<file path="src/rtl/lpc_pkg.sv">
// lpc_pkg: shared types and constants of the leadscrew panel controller
// no dependencies; used by every module of the block

package lpc_pkg;

    localparam int PITCH_W = 12;
    localparam int STEP_W  = 8;
    localparam int LED_W   = 7;
    localparam int ADDR_W  = 5;
    localparam int DATA_W  = 32;

    // register indexes on the config port (byte address is 4 * index)
    localparam logic [2:0] REG_PITCH_STEP   = 3'd0;
    localparam logic [2:0] REG_METRIC_MIN   = 3'd1;
    localparam logic [2:0] REG_METRIC_MAX   = 3'd2;
    localparam logic [2:0] REG_IMPERIAL_MIN = 3'd3;
    localparam logic [2:0] REG_IMPERIAL_MAX = 3'd4;

    // motion status codes
    localparam logic [1:0] ST_RUNNING  = 2'd0;
    localparam logic [1:0] ST_STOPPED  = 2'd1;
    localparam logic [1:0] ST_STOPPING = 2'd2;
    localparam logic [1:0] ST_ESTOP    = 2'd3;

    // motion commands
    localparam logic [1:0] CMD_NONE = 2'd0;
    localparam logic [1:0] CMD_STOP = 2'd1;
    localparam logic [1:0] CMD_RUN  = 2'd2;

    // thread plan kinds
    localparam logic [1:0] PLAN_NONE     = 2'd0;
    localparam logic [1:0] PLAN_METRIC   = 2'd1;
    localparam logic [1:0] PLAN_IMPERIAL = 2'd2;

    // display update kinds
    localparam logic [1:0] DISP_NONE     = 2'd0;
    localparam logic [1:0] DISP_IMPERIAL = 2'd1;
    localparam logic [1:0] DISP_METRIC   = 2'd2;
    localparam logic [1:0] DISP_BLANK    = 2'd3;

    // status leds
    localparam logic [LED_W-1:0] LED_STOPPED  = 7'h01;
    localparam logic [LED_W-1:0] LED_STOPPING = 7'h02;
    localparam logic [LED_W-1:0] LED_RUNNING  = 7'h04;
    localparam logic [LED_W-1:0] LED_IMPERIAL = 7'h08;
    localparam logic [LED_W-1:0] LED_METRIC   = 7'h10;
    localparam logic [LED_W-1:0] LED_LEFT     = 7'h20;
    localparam logic [LED_W-1:0] LED_REVERSE  = 7'h40;

    // reset values
    localparam logic [STEP_W-1:0]  RST_PITCH_STEP     = 8'd5;
    localparam logic [PITCH_W-1:0] RST_METRIC_MIN     = 12'd20;
    localparam logic [PITCH_W-1:0] RST_METRIC_MAX     = 12'd2500;
    localparam logic [PITCH_W-1:0] RST_IMPERIAL_MIN   = 12'd10;
    localparam logic [PITCH_W-1:0] RST_IMPERIAL_MAX   = 12'd800;
    localparam logic [PITCH_W-1:0] RST_METRIC_PITCH   = 12'd100;
    localparam logic [PITCH_W-1:0] RST_IMPERIAL_PITCH = 12'd80;

    typedef enum logic {
        THREAD_MM  = 1'b0,
        THREAD_TPI = 1'b1
    } thread_mode_t;

    typedef struct packed {
        logic [STEP_W-1:0]  pitch_step;
        logic [PITCH_W-1:0] metric_min;
        logic [PITCH_W-1:0] metric_max;
        logic [PITCH_W-1:0] imperial_min;
        logic [PITCH_W-1:0] imperial_max;
    } cfg_t;

endpackage

</file>
<file path="src/rtl/leadscrew_panel_controller.sv">
// leadscrew_panel_controller: top level, input register, panel decision logic,
// result register and assertions; depends on lpc_pkg, lpc_regs, lpc_pitch_adj
//
// usage
//   input channel (s_*): one beat per panel poll tick, carrying the motion
//   status and the front-panel switches. result channel (m_*): one beat per
//   input beat with the led bits, motion command, optional thread plan request,
//   optional direction/handedness setting and optional pitch display update.
//   apb port: pitch step and the metric/imperial pitch limits, to be written
//   only while the block has no beat in flight; the block does not enforce
//   this. pready is always high.
// pipeline and throughput
//   an accepted beat is held in the input register, where the decision logic
//   and the pitch step/clamp work on it, and moves into the result register,
//   which drives m_valid, once that slot is free or draining. one beat per
//   cycle sustained while m_ready stays high; the state registers (direction,
//   thread mode, replan flag, two pitches) are written as each beat advances.
// reset
//   aresetn is synchronous, active low. both pipeline registers empty, direction
//   forward, metric mode, replan pending, pitches 1.00 mm and 8.0 tpi, config
//   registers at their defaults.
// stall
//   while m_ready is low the result is held; one more beat is taken into the
//   input register, then s_ready drops until the result drains.

module leadscrew_panel_controller (
    input  logic                       aclk,
    input  logic                       aresetn,
    // config port
    input  logic                       psel,
    input  logic                       penable,
    input  logic                       pwrite,
    input  logic [lpc_pkg::ADDR_W-1:0] paddr,
    input  logic [lpc_pkg::DATA_W-1:0] pwdata,
    output logic [lpc_pkg::DATA_W-1:0] prdata,
    output logic                       pready,
    // input channel
    input  logic                       s_valid,
    output logic                       s_ready,
    input  logic [1:0]                 s_motion_status,
    input  logic                       s_sw_forward,
    input  logic                       s_sw_reverse,
    input  logic                       s_sw_leadscrew,
    input  logic                       s_sw_dividing,
    input  logic                       s_sw_left_hand,
    input  logic                       s_sw_right_hand,
    input  logic                       s_sw_metric,
    input  logic                       s_sw_imperial,
    input  logic                       s_sw_increase,
    input  logic                       s_sw_decrease,
    // result channel
    output logic                       m_valid,
    input  logic                       m_ready,
    output logic [lpc_pkg::LED_W-1:0]  m_led_bits,
    output logic [1:0]                 m_motion_command,
    output logic [1:0]                 m_plan_kind,
    output logic [lpc_pkg::PITCH_W-1:0] m_plan_pitch,
    output logic                       m_direction_set,
    output logic                       m_direction_forward,
    output logic                       m_left_handed,
    output logic [1:0]                 m_display_kind,
    output logic [lpc_pkg::PITCH_W-1:0] m_display_pitch
);
    import lpc_pkg::*;

    typedef struct packed {
        logic [1:0] motion_status;
        logic       sw_forward;
        logic       sw_reverse;
        logic       sw_leadscrew;
        logic       sw_dividing;
        logic       sw_left_hand;
        logic       sw_right_hand;
        logic       sw_metric;
        logic       sw_imperial;
        logic       sw_increase;
        logic       sw_decrease;
    } panel_t;

    typedef struct packed {
        logic [LED_W-1:0]   led_bits;
        logic [1:0]         motion_command;
        logic [1:0]         plan_kind;
        logic [PITCH_W-1:0] plan_pitch;
        logic               direction_set;
        logic               direction_forward;
        logic               left_handed;
        logic [1:0]         display_kind;
        logic [PITCH_W-1:0] display_pitch;
    } result_t;

    cfg_t cfg;

    // pipeline registers
    logic    in_valid_reg, in_valid_next;
    panel_t  in_reg;
    logic    out_valid_reg, out_valid_next;
    result_t out_reg;
    result_t res;
    logic    advance;

    // panel state
    logic               dir_forward_reg, dir_forward_next;
    thread_mode_t       thread_mode_reg, thread_mode_next;
    logic               needs_replan_reg, needs_replan_next;
    logic [PITCH_W-1:0] metric_pitch_reg, metric_pitch_next;
    logic [PITCH_W-1:0] imperial_pitch_reg, imperial_pitch_next;

    logic               held;
    logic [PITCH_W-1:0] metric_adj;
    logic [PITCH_W-1:0] imperial_adj;

    lpc_regs u_regs (
        .aclk    (aclk),
        .aresetn (aresetn),
        .psel    (psel),
        .penable (penable),
        .pwrite  (pwrite),
        .paddr   (paddr),
        .pwdata  (pwdata),
        .prdata  (prdata),
        .pready  (pready),
        .cfg     (cfg)
    );

    lpc_pitch_adj u_metric_adj (
        .cur   (metric_pitch_reg),
        .inc   (in_reg.sw_increase),
        .dec   (in_reg.sw_decrease),
        .step  (cfg.pitch_step),
        .lo    (cfg.metric_min),
        .hi    (cfg.metric_max),
        .pitch (metric_adj)
    );

    lpc_pitch_adj u_imperial_adj (
        .cur   (imperial_pitch_reg),
        .inc   (in_reg.sw_increase),
        .dec   (in_reg.sw_decrease),
        .step  (cfg.pitch_step),
        .lo    (cfg.imperial_min),
        .hi    (cfg.imperial_max),
        .pitch (imperial_adj)
    );

    // handshake: the input register drains whenever the result slot frees up
    assign advance = in_valid_reg && (!out_valid_reg || m_ready);
    assign s_ready = !in_valid_reg || advance;

    always_comb begin
        in_valid_next = in_valid_reg;
        if (s_valid && s_ready) begin
            in_valid_next = 1'b1;
        end else if (advance) begin
            in_valid_next = 1'b0;
        end
        out_valid_next = out_valid_reg;
        if (advance) begin
            out_valid_next = 1'b1;
        end else if (m_ready) begin
            out_valid_next = 1'b0;
        end
    end

    // panel decision logic
    always_comb begin
        res                 = '0;
        dir_forward_next    = dir_forward_reg;
        thread_mode_next    = thread_mode_reg;
        needs_replan_next   = needs_replan_reg;
        metric_pitch_next   = metric_pitch_reg;
        imperial_pitch_next = imperial_pitch_reg;

        // run switch matching the direction currently held
        held = dir_forward_reg ? in_reg.sw_forward : in_reg.sw_reverse;

        case (in_reg.motion_status)
            ST_RUNNING: begin
                res.led_bits = LED_RUNNING;
                if (!held) begin
                    res.motion_command = CMD_STOP;
                end
            end
            ST_STOPPED: begin
                res.led_bits = LED_STOPPED;
                // dividing alone does nothing beyond the led
                if (in_reg.sw_leadscrew) begin
                    if (in_reg.sw_forward || in_reg.sw_reverse) begin
                        // both run switches means forward
                        dir_forward_next = in_reg.sw_forward;
                        if (!in_reg.sw_forward) begin
                            res.led_bits = res.led_bits | LED_REVERSE;
                        end
                        if (needs_replan_reg) begin
                            if (thread_mode_reg == THREAD_MM) begin
                                res.plan_kind  = PLAN_METRIC;
                                res.plan_pitch = metric_pitch_reg;
                            end else begin
                                res.plan_kind  = PLAN_IMPERIAL;
                                res.plan_pitch = imperial_pitch_reg;
                            end
                        end
                        // cleared even when no handedness button is down
                        needs_replan_next = 1'b0;
                        if (in_reg.sw_left_hand || in_reg.sw_right_hand) begin
                            // left hand wins over right
                            if (in_reg.sw_left_hand) begin
                                res.led_bits    = res.led_bits | LED_LEFT;
                                res.left_handed = 1'b1;
                            end
                            res.direction_set     = 1'b1;
                            res.direction_forward = in_reg.sw_forward;
                            res.motion_command    = CMD_RUN;
                        end
                    end else if (in_reg.sw_metric) begin
                        // metric wins when both modes are selected
                        res.led_bits      = res.led_bits | LED_METRIC;
                        metric_pitch_next = metric_adj;
                        if (thread_mode_reg != THREAD_MM || in_reg.sw_increase ||
                            in_reg.sw_decrease) begin
                            needs_replan_next = 1'b1;
                        end
                        res.display_kind  = DISP_METRIC;
                        res.display_pitch = metric_adj;
                        thread_mode_next  = THREAD_MM;
                    end else if (in_reg.sw_imperial) begin
                        res.led_bits        = res.led_bits | LED_IMPERIAL;
                        imperial_pitch_next = imperial_adj;
                        if (thread_mode_reg != THREAD_TPI || in_reg.sw_increase ||
                            in_reg.sw_decrease) begin
                            needs_replan_next = 1'b1;
                        end
                        res.display_kind  = DISP_IMPERIAL;
                        res.display_pitch = imperial_adj;
                        thread_mode_next  = THREAD_TPI;
                    end
                end
            end
            ST_STOPPING: begin
                res.led_bits = LED_STOPPING;
                if (held) begin
                    res.motion_command = CMD_RUN;
                end
            end
            default: begin
                // emergency stop: all three motion leds, display blanked
                res.led_bits     = LED_STOPPED | LED_STOPPING | LED_RUNNING;
                res.display_kind = DISP_BLANK;
            end
        endcase
    end

    always_ff @(posedge aclk) begin
        if (!aresetn) begin
            in_valid_reg       <= 1'b0;
            out_valid_reg      <= 1'b0;
            dir_forward_reg    <= 1'b1;
            thread_mode_reg    <= THREAD_MM;
            needs_replan_reg   <= 1'b1;
            metric_pitch_reg   <= RST_METRIC_PITCH;
            imperial_pitch_reg <= RST_IMPERIAL_PITCH;
        end else begin
            in_valid_reg  <= in_valid_next;
            out_valid_reg <= out_valid_next;
            if (advance) begin
                dir_forward_reg    <= dir_forward_next;
                thread_mode_reg    <= thread_mode_next;
                needs_replan_reg   <= needs_replan_next;
                metric_pitch_reg   <= metric_pitch_next;
                imperial_pitch_reg <= imperial_pitch_next;
            end
        end
    end

    // payload registers
    always_ff @(posedge aclk) begin
        if (s_valid && s_ready) begin
            in_reg.motion_status <= s_motion_status;
            in_reg.sw_forward    <= s_sw_forward;
            in_reg.sw_reverse    <= s_sw_reverse;
            in_reg.sw_leadscrew  <= s_sw_leadscrew;
            in_reg.sw_dividing   <= s_sw_dividing;
            in_reg.sw_left_hand  <= s_sw_left_hand;
            in_reg.sw_right_hand <= s_sw_right_hand;
            in_reg.sw_metric     <= s_sw_metric;
            in_reg.sw_imperial   <= s_sw_imperial;
            in_reg.sw_increase   <= s_sw_increase;
            in_reg.sw_decrease   <= s_sw_decrease;
        end
        if (advance) begin
            out_reg <= res;
        end
    end

    assign m_valid             = out_valid_reg;
    assign m_led_bits          = out_reg.led_bits;
    assign m_motion_command    = out_reg.motion_command;
    assign m_plan_kind         = out_reg.plan_kind;
    assign m_plan_pitch        = out_reg.plan_pitch;
    assign m_direction_set     = out_reg.direction_set;
    assign m_direction_forward = out_reg.direction_forward;
    assign m_left_handed       = out_reg.left_handed;
    assign m_display_kind      = out_reg.display_kind;
    assign m_display_pitch     = out_reg.display_pitch;

    // a plan request only comes out of the stopped state
    a_plan_stopped: assert property (@(posedge aclk) disable iff (!aresetn)
        m_valid && (m_plan_kind != PLAN_NONE) |-> m_led_bits[0] && !m_led_bits[2])
        else $error("plan request outside stopped state");

    // a direction setting always goes with a run command
    a_dir_run: assert property (@(posedge aclk) disable iff (!aresetn)
        m_valid && m_direction_set |-> (m_motion_command == CMD_RUN))
        else $error("direction set without run command");

    // issuing a plan clears the replan flag
    a_replan_clear: assert property (@(posedge aclk) disable iff (!aresetn)
        advance && (res.plan_kind != PLAN_NONE) |=> !needs_replan_reg)
        else $error("replan flag not cleared after plan request");

    // an empty result slot never stalls the input side
    a_no_stall: assert property (@(posedge aclk) disable iff (!aresetn)
        !out_valid_reg |-> s_ready)
        else $error("input stalled with empty result register");

endmodule

</file>
<file path="src/rtl/lpc_regs.sv">
// lpc_regs: apb config registers (pitch step and pitch limits)
// depends on lpc_pkg

module lpc_regs (
    input  logic                       aclk,
    input  logic                       aresetn,
    input  logic                       psel,
    input  logic                       penable,
    input  logic                       pwrite,
    input  logic [lpc_pkg::ADDR_W-1:0] paddr,
    input  logic [lpc_pkg::DATA_W-1:0] pwdata,
    output logic [lpc_pkg::DATA_W-1:0] prdata,
    output logic                       pready,
    output lpc_pkg::cfg_t              cfg
);
    import lpc_pkg::*;

    cfg_t       cfg_reg;
    logic [2:0] index;
    logic       wr_en;

    assign index  = paddr[ADDR_W-1:2];
    assign wr_en  = psel && penable && pwrite;
    assign pready = 1'b1;
    assign cfg    = cfg_reg;

    always_ff @(posedge aclk) begin
        if (!aresetn) begin
            cfg_reg.pitch_step   <= RST_PITCH_STEP;
            cfg_reg.metric_min   <= RST_METRIC_MIN;
            cfg_reg.metric_max   <= RST_METRIC_MAX;
            cfg_reg.imperial_min <= RST_IMPERIAL_MIN;
            cfg_reg.imperial_max <= RST_IMPERIAL_MAX;
        end else if (wr_en) begin
            case (index)
                REG_PITCH_STEP:   cfg_reg.pitch_step   <= pwdata[STEP_W-1:0];
                REG_METRIC_MIN:   cfg_reg.metric_min   <= pwdata[PITCH_W-1:0];
                REG_METRIC_MAX:   cfg_reg.metric_max   <= pwdata[PITCH_W-1:0];
                REG_IMPERIAL_MIN: cfg_reg.imperial_min <= pwdata[PITCH_W-1:0];
                REG_IMPERIAL_MAX: cfg_reg.imperial_max <= pwdata[PITCH_W-1:0];
                default: ;
            endcase
        end
    end

    always_comb begin
        case (index)
            REG_PITCH_STEP:   prdata = DATA_W'(cfg_reg.pitch_step);
            REG_METRIC_MIN:   prdata = DATA_W'(cfg_reg.metric_min);
            REG_METRIC_MAX:   prdata = DATA_W'(cfg_reg.metric_max);
            REG_IMPERIAL_MIN: prdata = DATA_W'(cfg_reg.imperial_min);
            REG_IMPERIAL_MAX: prdata = DATA_W'(cfg_reg.imperial_max);
            default:          prdata = '0;
        endcase
    end

endmodule

</file>
<file path="src/rtl/lpc_pitch_adj.sv">
// lpc_pitch_adj: step a pitch up or down, then clamp low limit first, high second
// depends on lpc_pkg

module lpc_pitch_adj (
    input  logic [lpc_pkg::PITCH_W-1:0] cur,
    input  logic                        inc,
    input  logic                        dec,
    input  logic [lpc_pkg::STEP_W-1:0]  step,
    input  logic [lpc_pkg::PITCH_W-1:0] lo,
    input  logic [lpc_pkg::PITCH_W-1:0] hi,
    output logic [lpc_pkg::PITCH_W-1:0] pitch
);
    import lpc_pkg::*;

    localparam int SUM_W = PITCH_W + 2;

    logic signed [SUM_W-1:0] up;
    logic signed [SUM_W-1:0] sum;
    logic signed [SUM_W-1:0] lo_s;
    logic signed [SUM_W-1:0] hi_s;
    logic signed [SUM_W-1:0] low_clamped;

    always_comb begin
        up   = $signed({2'b00, cur}) + (inc ? $signed(SUM_W'(step)) : '0);
        sum  = up - (dec ? $signed(SUM_W'(step)) : '0);
        lo_s = $signed({2'b00, lo});
        hi_s = $signed({2'b00, hi});
        low_clamped = (sum < lo_s) ? lo_s : sum;
        // crossed limits end on the high limit
        pitch = (low_clamped > hi_s) ? hi : low_clamped[PITCH_W-1:0];
    end

endmodule

</file>
<file path="config.mk">
export PLATFORM = sky130hd
export DESIGN_NAME = leadscrew_panel_controller
export DESIGN_NICKNAME = d
export VERILOG_FILES = /design/src/rtl/lpc_pkg.sv /design/src/rtl/leadscrew_panel_controller.sv /design/src/rtl/lpc_regs.sv /design/src/rtl/lpc_pitch_adj.sv
export SDC_FILE = /design/constraint.sdc
export NUM_CORES = 1
export LEC_CHECK = 0
export BUFFER_PORTS_ARGS = -buffer_cell sky130_fd_sc_hd__buf_4
export CAP_MARGIN = 0
export CELL_PAD_IN_SITES_DETAIL_PLACEMENT = 1
export CELL_PAD_IN_SITES_GLOBAL_PLACEMENT = 2
export CORE_AREA = 2 2 173 175
export CTS_CLUSTER_DIAMETER = 200
export DETAILED_ROUTE_END_ITERATION = 7
export DIE_AREA = 0 0 175 177
export GPL_ROUTABILITY_DRIVEN = 0
export PLACE_DENSITY_LB_ADDON = 0.2
export SYNTH_ARGS = -nofsm -noshare
export SYNTH_HDL_FRONTEND = slang
export SYNTH_SLANG_ARGS = --single-unit
</file>
<file path="constraint.sdc">
create_clock -name aclk -period 6.8 [get_ports aclk]
set_input_delay 1.02 -clock aclk [delete_from_list [all_inputs] [get_ports aclk]]
set_output_delay 1.02 -clock aclk [all_outputs]
set_load 0.005 [all_outputs]
</file>
# [Yosys cells after proc, flatten, opt, wreduce, memory -nomap -nowiden]
# Cells that the tools add are included.
[totals] reg_bits=136 latch_bits=0 ramBits=0 rom_bits=0 elab_cells=126 memories=0
[classes] add_sub_neg=4 mul=0 div_mod_pow=0 magnitude_cmp=4 n_eq_ne=7 shifts=0 muxes=39 bitwise=5 n_reduce_logical=36
[ops] cell="$mux W14" n=6
[ops] cell="$pmux W12 S5" n=1
[ops] cell="$mux W40" n=1
[ops] cell="$add A12 B14 Y14" n=2
[ops] cell="$gt A14 B13 Y1" n=2
[ops] cell="$lt A14 B13 Y1" n=2
[ops] cell="$mux W12" n=2
[ops] cell="$mux W8" n=3
[ops] cell="$pmux W7 S3" n=1
[ops] cell="$mux W19" n=1
[ops] cell="$mux W1" n=14
[ops] cell="$mux W7" n=2
[ops] cell="$sub A14 B14 Y14" n=1
[ops] cell="$sub A14 B8 Y14" n=1
[ops] cell="$mux W13" n=1
[ops] cell="$reduce_and A4 Y1" n=3
[ops] cell="$reduce_and A6 Y1" n=2
[ops] cell="$reduce_and A2 Y1" n=5
[ops] cell="$reduce_and A5 Y1" n=2
[ops] cell="$logic_or A1 B1 Y1" n=8
[ops] cell="$eq A3 B2 Y1 const B" n=2
[ops] cell="$mux W6" n=1
[ops] cell="$pmux W2 S3" n=1
[ops] cell="$reduce_bool A2 Y1" n=3
[ops] cell="other kinds (19)" n=28

# [Logic depth before layout (Yosys ltp)]
# Gate-level depths: netlist (run 1).
[logic_depth] ltp_word=12 mapped_depth=35 ltp_nobuf=32

# [Cells and area by module]
# Synthesis (run 1) repeated with hierarchy kept, for this count alone.
[hier_totals] cells_unflattened=1049 hier_area_um2=9758.1
[by_module_without_submodules] module="leadscrew_panel_controller" instances=1 cells_per_inst=258 area_per_inst_um2=3253.1
[by_module_without_submodules] module="lpc_regs" instances=1 cells_per_inst=294 area_per_inst_um2=2800.2
[by_module_without_submodules] module="lpc_pitch_adj (u_imperial_adj)" instances=1 cells_per_inst=261 area_per_inst_um2=1920.6
[by_module_without_submodules] module="lpc_pitch_adj (u_metric_adj)" instances=1 cells_per_inst=236 area_per_inst_um2=1784.2

# [Least setup slack after synthesis (run 1)]
# Ideal clock, no wire load.
[synth_path] path_kind="reg2reg" start="register in_reg[0] in the netlist's numbering" end="register out_reg (netlist bit m_display_pitch[10]) (data pin)" setup_ns=0.271 arrival_ns=6.525 required_ns=6.529 setup_slack_ns=0.003 path_stages_with_launch=28 synth_period_minus_slack_ns=6.797 cell_sequence="edfxtp_1 and2_1 fa_1 inv_1 ha_1 nor2b_1 o31a_1 o2111ai_1 nand3_1 xnor2_1 ha_1 a21o_1 a21o_1 a221o_1 a2111oi_0 ha_1 clkbuf_1 inv_2 mux2_2 ha_1 and4_1 o21ai_0 a31oi_1 o31a_1 a211oi_4 buf_6 mux2i_1 o22ai_1"
[synth_between] elab_chain_cells=8 elab_cells_between_ends=13
[synth_lines] item="start: declaration" line_no="leadscrew_panel_controller.sv:96" text="panel_t in_reg;"
[synth_lines] item="$mux W8 *" line_no="lpc_pitch_adj.sv:25" text="sum = up - (dec ? $signed(SUM_W'(step)) : '0);"
[synth_lines] item="$sub A14 B8 Y14" line_no="lpc_pitch_adj.sv:25"
[synth_lines] item="$lt A14 B13 Y1" line_no="lpc_pitch_adj.sv:28" text="low_clamped = (sum < lo_s) ? lo_s : sum;"
[synth_lines] item="$mux W14" line_no="lpc_pitch_adj.sv:28"
[synth_lines] item="$gt A14 B13 Y1" line_no="lpc_pitch_adj.sv:30" text="pitch = (low_clamped > hi_s) ? hi : low_clamped[PITCH_W-1:0];"
[synth_lines] item="$mux W12" line_no="lpc_pitch_adj.sv:30"
[synth_lines] item="$mux W13" line_no="leadscrew_panel_controller.sv:226" text="end else if (in_reg.sw_imperial) begin"
[synth_lines] item="$mux W14 *" line_no="leadscrew_panel_controller.sv:215" text="end else if (in_reg.sw_metric) begin"
[synth_lines] item="end signal: assignment" line_no="leadscrew_panel_controller.sv:291" text="out_reg <= res;"
[synth_lines] item="end: declaration" line_no="leadscrew_panel_controller.sv:98" text="result_t out_reg;"
# Mark *: on every way between the ends. The rest lies on a longest branch, timed or not.
# A chain may end at the register's enable or synchronous reset.

# [Worst setup path after layout (run 1)]
[layout_path] start="register in_reg[0] in the netlist's numbering" end="register out_reg (netlist bit m_display_pitch[11]) (data pin)"
# The elaborated chain is that of the path after synthesis.

==> results of run 1 <==
-- cells in the mapped netlist, types with 17 or more instances --
| library cell | n |
|---|---|
| nand2_1 | 112 |
| o21ai_0 | 42 |
| buf_4 | 21 |
| o22ai_1 | 22 |
| ha_1 | 80 |
| clkbuf_1 | 35 |
| nor2_1 | 39 |
| edfxtp_1 | 51 |
| inv_1 | 112 |
| nand3_1 | 17 |
| dfxtp_1 | 85 |
| and2_1 | 23 |
| nor2b_1 | 33 |
| xnor2_1 | 19 |
| a21boi_0 | 24 |
| mux2i_1 | 47 |
| a22oi_1 | 21 |
| a21oi_1 | 32 |
-- tightest hold or removal path: cells and delay by family, from the launching register on --
kind,cells,cell delay (ns)
simple gates,1,0.05
compound gates,1,0.07
flops,1,0.31
-- worst max-delay path by stage --
stage,startpoint,to,cells past startpoint
after global routing,in_reg[0],m_display_pitch[5],30
after global placement,in_reg[0],m_display_pitch[6],27
after CTS,in_reg[0],m_display_pitch[9],29
after floorplan,in_reg[0],m_display_pitch[10],27
after detailed placement,in_reg[0],m_display_pitch[5],30
final,in_reg[0],m_display_pitch[11],30
-- metrics by stage --
step | std cells | setup TNS (ns)
after global placement | 1594 | -10.34
after global routing | 1674 | -14.41
after floorplan | 1036 | 0
after detailed placement | 1594 | -12.64
final | 1674 | -4.09
after CTS | 1663 | -4.53
-- cells in the final DEF (no fill, tap or decap), types with 13 or more instances in the layout --
cell / count
nand3_1: 16
nand2_1: 111
buf_6: 16
dfxtp_1: 85
ha_4: 13
buf_4: 260
o211ai_1: 16
a22oi_1: 21
conb_1: 21
and2_1: 15
nor2b_1: 28
a21oi_1: 19
xnor2_1: 13
nor2_1: 31
a21boi_0: 24
mux2i_1: 42
a21o_1: 16
fa_1: 14
ha_1: 63
edfxtp_1: 51
inv_1: 108
clkbuf_16: 17
o22ai_1: 16
o21ai_0: 28
-- per-layer routing --
metal  GRT usage  vias to the layer above  share of wire
met3      0.0273                       39          0.028
met2       0.366                      150           0.48
met4      0.0615                        0          0.017
met1       0.292                     4143           0.47
met5           0                        -              0
li1            -                     4046              -
-- logic make-up after synthesis --
| group | after synthesis | synth area share |
|---|---|---|
| AND/OR/NAND/NOR | 279 | 0.151 |
| AO/OA/AOI/OAI | 250 | 0.186 |
| buffers and inverters | 174 | 0.0812 |
| flip-flops | 136 | 0.351 |
| adder cells (fa/ha/maj) | 96 | 0.144 |
| multiplexers | 61 | 0.0682 |
| XOR/XNOR | 19 | 0.0181 |
| other | 2 | 0.000816 |
-- power groups by stage --
stage | combinational, mW | clock (mW) | sequential, mW
2_1_floorplan | 0.280 | 0 | 0.890
3_3_place_gp | 0.548 | 0 | 0.893
3_5_place_dp | 0.557 | 0 | 0.893
4_1_cts | 0.671 | 0.955 | 0.875
5_1_grt | 0.769 | 0.987 | 0.877
6_report | 0.712 | 0.941 | 0.875
-- layout make-up --
class | count | share of cell area
Tap cell | 390 | 0.0379
Inverter | 113 | 0.0336
Clock buffer | 17 | 0.0331
Sequential cell | 136 | 0.251
Timing Repair Buffer | 277 | 0.167
Clock inverter | 15 | 0.0109
Multi-Input combinational cell | 726 | 0.466
-- timing repair --
item                                    in CTS  in global routing
endpoints found under the setup margin      36                 36
pin swaps                                   64                 52
setup buffers                               35                 16
resized for setup                          116                 56
hold buffers                                 0                  0
gates cloned                                 3                  0
==> key figures, run 1 <==
Worst setup path
  – Reg-to-reg critical path startpoint: in_reg[0]
  – Crit path largest cell delay: 0.56 ns
  – Worst Reg-to-Reg Cells: 30
  – Crit path max-delay family: compound AO/OA/AOI/OAI gates
  – Required time worst endpoint: 6.93 ns
  – Crit start category: flip-flop
  – Slowest CP cell: fa_1
  – Worst EP arrival: 7.20 ns
  – Max FO, Critical Path: 8
  – Worst reg2reg path endpoint: m_display_pitch[11]
  – CP bufs+invs: 6
  – Crit path kind: reg2reg
  – CP Capture Type: flip-flop
  – R2r setup slk: -0.28 ns

CTS
  – Clk slew on worst S/H paths: roughly 0.060 ns
  – Clk_lat worst skew: about 0.44 ns
  – CTS tree: done
  – Num CTS Buffers: 17
  – CTS Root Buffer Type: clkbuf_16
  – Max Root-Sink Buffers: 2
  – Clock sink count: around 140
  – H-tree Lvls: 4

Routing
  – Starting DRC count in detailed routing: ~440
  – Post-route antenna net violation count: 0
  – WL/cell: approximately 20 um
  – Routed vias/inst: roughly 5
  – Number of remaining DRC errors: 0
  – Final WL: 33500 um
  – Via count: between 8000 and 9000
  – Detailed Routing Iterations Pass 1: 4

Final layout
  – Layout cell share with drive strength beyond 1: 0.348
  – Antenna Diode Count: 0
  – Filler cells: between 3000 and 4000
  – Syn-to-layout area delta: 39.8%
  – Core Util, Final: 0.440
  – Layout net count: between 1000 and 1500
  – Final instance area: between 10000 and 15000 um^2
  – Area of the multi-input gates: around 6000 um^2
  – FF/Latch Area: roughly 3200 um^2
  – Max reg flops: 56

Synthesis
  – Sequential area share after synthesis: 0.351
  – Largest cells by area after synthesis: dfxtp_1 (18%), edfxtp_1 (17%), ha_1 (11%)
  – Post-Synthesis Cells: 1017
  – Synth Cell Area: 9200 um^2
  – Cell taking the most area after synthesis: dfxtp_1
  – Yosys cell types: 62
  – Mean Syn Cell Area: a little over 9 um^2
  – Top_reg_cell synth: dfxtp_1
  – Yosys reg bits: between 100 and 150
  – Warnings, synthesis: 0
  – Synth async-reset ratio: 0
  – Share of the synthesized area in the top cell type: 0.185
  – Post-synth EDFFs: 51

Placement
  – Port bufs: 86
  – DP Wirelength: approximately 25000 um
  – Post-DP Area: between 10000 and 15000 um^2
  – Dpl ws: -0.516 ns

Global route
  – Initial antenna violation count: 0
  – Gr usage total: 0.217
  – Vias in the first global route: ~8600
  – Grt ovf: 0
  – Largest net degree at the start of global routing: 88
  – First-pass GRT wire length: approximately 50000 um

STA
  – Final min period: a little over 7 ns
  – Final Setup Violations: 22
  – Worst slew pin tran: 1.14 ns
  – Fin worst setup slack: -0.276 ns
  – Fin crit share: 1.04
  – Max Slew Vio Count: 0
  – Worst Clk Skew: ~0.017 ns
  – RSZ-0062 raised after global routing: true
  – Hold Vio Cnt, Final: 0
  – Hold slack: around 0.48 ns
  – Max Clk Rate: around 140 MHz
  – Slew HR: 0.237

Outcome
  – Violated checks: negative setup slack
  – Run status: finished with violations

Flow run
  – Max_cap viols: 0

Power and ir drop
  – Switching pwr: roughly 0.79 mW
  – IR drop worst, VDD: ~0.12 mV
  – Clock power frac: 0.372
  – Leakage power: ~5.5 nW
  – Pwr Density: around 200 nW/um^2
  – Net Sw Frac: 0.313
  – Comb pwr share: 0.282
  – Total power: between 2 and 3 mW
  – Pint: 1.74 mW
  – Share of total power in sequential cells: 0.346

Floorplanning
  – Placement Rows: 63
  – Io pins: 131
  – Die area: just over 30000 um^2
  – Die Ht: ~180 um
  – Initial Util: 0.315
  – Core Region: between 20000 and 30000 um^2
  – Die span in x: between 150 and 200 um

Worst hold path
  – HP Class: reg2reg
  – Hold Path End: u_regs.cfg[25]
  – HP Start: u_regs.cfg[25]
  – Hold depth: 2
Power figures use the tool's default switching activity.
==> run 2: changes to the inputs <==
- ABC_AREA: unset -> 1
- BUFFER_PORTS_ARGS: -buffer_cell sky130_fd_sc_hd__buf_4 -> unset
- CORE_AREA: 2 2 173 175 -> 2 2 172 174
- DIE_AREA: 0 0 175 177 -> 0 0 174 176
- DONT_BUFFER_PORTS: unset -> 1
==> key figures, run 2 <==
Outcome
  – Run status: finished clean

Worst setup path
  – Slowest CP cell: edfxtp_1
  – Required time worst endpoint: 6.95 ns (+0.02 ns)
  – Crit path largest cell delay: 0.55 ns (about the same)
  – Max FO, Critical Path: 12 (+4)
  – CP Capture Type: flip-flop
  – Crit-path most repeated cell: nand2_1
  – Worst EP arrival: 6.44 ns (-0.76 ns)
  – Crit path kind: reg2reg
  – Crit start category: flip-flop

CTS
  – H-tree Lvls: 4 (unchanged)
  – Num CTS Buffers: 17 (unchanged)
  – Clock sink count: 136 (unchanged)
  – Clk slew on worst S/H paths: 0.07 ns (about the same)
  – Clk_lat worst skew: 0.44 ns (about the same)
  – CTS tree: done
  – Max Root-Sink Buffers: 2 (unchanged)
  – CTS Root Buffer Type: clkbuf_16

Routing
  – WL/cell: 19.8 um (-0.99%)
  – Final WL: 33100 um (-1.2%)
  – Starting DRC count in detailed routing: 504 (+14%)
  – Routed vias/inst: 4.97 (-0.62%)
  – Via count: 8306 (-0.86%)
  – Number of remaining DRC errors: 0 (unchanged)
  – Detailed Routing Iterations Pass 1: 5 (+1)
  – Post-route antenna net violation count: 0 (unchanged)

STA
  – Max Slew Vio Count: 0 (unchanged)
  – Hold Vio Cnt, Final: 0 (unchanged)
  – RSZ-0062 raised after global routing: true
  – Final min period: 6.29 ns (-0.782 ns)
  – Hold slack: 0.485 ns (+0.00406 ns)
  – Worst slew pin tran: 0.933 ns (-0.208 ns)
  – Fin worst setup slack: 0.506 ns (+0.782 ns)
  – Fin crit share: 0.926 (-0.115)
  – Slew HR: 0.377 (+0.140)
  – Final Setup Violations: 0 (-100%)
  – Max Clk Rate: 159 MHz (+12%)
  – Worst Clk Skew: 0.0168 ns (-0.000100 ns)

Placement
  – Port bufs: 0 (-100%)
  – Dpl ws: 0.354 ns (+0.869 ns)
  – DP Wirelength: 26200 um (+5.0%)
  – Post-DP Area: 9680 um^2 (-13%)

Global route
  – Initial antenna violation count: 0 (unchanged)
  – Met3 Usage GRT: 0.0420 (+0.0147)
  – Gr usage total: 0.220 (+0.00311)
  – Largest net degree at the start of global routing: 57 (-35%)
  – GRT busiest layer: met2
  – M2 GR Usage: 0.353 (-0.0134)
  – Vias in the first global route: 8374 (-3.0%)
  – Grt met1 use: 0.307 (+0.0149)
  – Grt ovf: 0 (unchanged)
  – First-pass GRT wire length: 50500 um (-0.73%)

Synthesis
  – Sequential area share after synthesis: 0.345 (-0.00596)
  – Cell taking the most area after synthesis: dfxtp_1
  – Top_reg_cell synth: dfxtp_1
  – Yosys cell types: 40 (-35%)
  – Mean Syn Cell Area: 7.33 um^2 (-19%)
  – Yosys reg bits: 136 (unchanged)
  – Synth cell count leaders: nand2_1 (291), inv_1 (231), nand3_1 (98)
  – Post-Synthesis Cells: 1277 (+26%)
  – Synth Cell Area: 9360 um^2 (+1.7%)
  – Most instantiated library cell after synthesis: nand2_1
  – Largest cells by area after synthesis: dfxtp_1 (18%), edfxtp_1 (16%), nand2_1 (12%)
  – Warnings, synthesis: 0 (unchanged)
  – Synth async-reset ratio: 0 (unchanged)
  – Share of the synthesized area in the top cell type: 0.182 (-0.00314)
  – Post-synth EDFFs: 51 (unchanged)

Power and ir drop
  – Switching pwr: 0.758 mW (-4.1%)
  – Pint: 1.58 mW (-8.9%)
  – IR drop worst, VDD: 0.116 mV (-6.9%)
  – Net Sw Frac: 0.324 (+0.0111)
  – Share of total power in sequential cells: 0.376 (+0.030)
  – Clock power frac: 0.439 (+0.067)
  – Pwr Density: 226 nW/um^2 (+15%)
  – Leakage power: 4.96 nW (-10%)
  – Comb pwr share: 0.186 (-0.096)

Final layout
  – Antenna Diode Count: 0 (unchanged)
  – Layout cell share with drive strength beyond 1: 0.0715 (-0.277)
  – FF/Latch Area: 3230 um^2 (unchanged)
  – Most frequent cells in the layout: nand2_1 (291), inv_1 (229), nand3_1 (98), a21oi_1 (93), dfxtp_1 (85)
  – Syn-to-layout area delta: 10.7%
  – Max reg flops: 56 (unchanged)
  – Filler cells: 3603 (+7.7%)
  – Commonest non-fill, non-tap cell in the layout: nand2_1
  – Core Util, Final: 0.363 (-0.0770)
  – Area of the multi-input gates: 5010 um^2 (-17%)
  – Layout net count: 1425 (+0.14%)
  – Final instance area: 10400 um^2 (-19%)

Floorplanning
  – Core Region: 28500 um^2 (-2.4%)
  – Io pins: 131 (unchanged)
  – Die area: 30600 um^2 (-1.1%)
  – Die Ht: 176 um (-0.56%)
  – Placement Rows: 62 (-1.6%)
  – Die span in x: 174 um (-0.57%)
  – Initial Util: 0.328 (+0.0132)

Worst hold path
  – HP Class: reg2reg

Flow run
  – Max_cap viols: 0 (unchanged)
-- run 2: cell types whose count changed after synthesis, sizes merged, moves of 33 or more --
cell and change:
nand2 +199, nand3 +83, mux2i -47, inv +118
a21oi +63, nor2b -33
-- run 2: worst paths after layout --
path / to / slack (ns) / depth (start not counted) / start
setup / recovery: m_display_pitch[3] / 0.51 / 36 / in_reg[0]
hold / removal: metric_pitch_reg[2] / 0.48 / 2 / metric_pitch_reg[2]
setup reg to reg: m_display_pitch[3] / 0.51 / 36 / in_reg[0]
hold reg to reg: metric_pitch_reg[2] / 0.48 / 2 / metric_pitch_reg[2]
-- run 2: area by class of cell --
cell class | instances | area share
clock buffers | 17 | 0.0411
clock inverters | 15 | 0.0192
inverters | 231 | 0.0837
repair buffers | 20 | 0.0145
flip-flops and latches | 136 | 0.312
multi-input cells | 867 | 0.483
well taps | 384 | 0.0464
-- run 2: per-stage QoR --
step                instances  total power, mW  setup TNS (ns)
floorplan                1296             1.21               0
global placement         1634             1.32               0
detailed placement       1634             1.33               0
CTS                      1666             2.36               0
global route             1670             2.46         -0.0209
finish                   1670             2.34               0
-- run 2: logic make-up (layout without fill, tap and decap cells) --
family                     Yosys count  after routing  synth area share
buffers and inverters              293            283             0.130
other                                2             21          0.000802
xor gates and xnor gates             9              9           0.00842
adders and majority gates           96             96             0.141
and+or+nand+nor                    512            512             0.236
AOI/OAI and AO/OA                  229            229             0.138
DFF                                136            136             0.345
-- run 2: layer usage --
metal,vias up,routed length (um)
met2,166,14700
met4,0,547
met1,4017,16300
met5,-,0
met3,24,1510
li1,4099,-
-- run 2: power groups by stage --
stage               sequential (mW)  clock (mW)  combinational, mW
floorplan                     0.892           0              0.318
global placement              0.899           0              0.423
detailed placement            0.899           0              0.429
CTS                           0.881        1.05              0.432
global route                  0.883        1.08              0.498
finish                        0.880        1.03              0.434
-- run 2: worst max-delay path, delay by kind of cell (launching register included) --
family	cells	cell delay, ns
flip-flops	1	0.55
AO/OA/AOI/OAI	8	1.16
adder cells (fa/ha/maj)	5	1.77
AND/OR/NAND/NOR	16	1.66
XOR/XNOR	1	0.23
buffers and inverters	6	0.61
-- run 2: what timing repair did --
item | CTS | global route
endpoints found under the setup margin | 0 | 15
hold buffers | 0 | 0
setup buffers | 0 | 4
resized for setup | 0 | 7
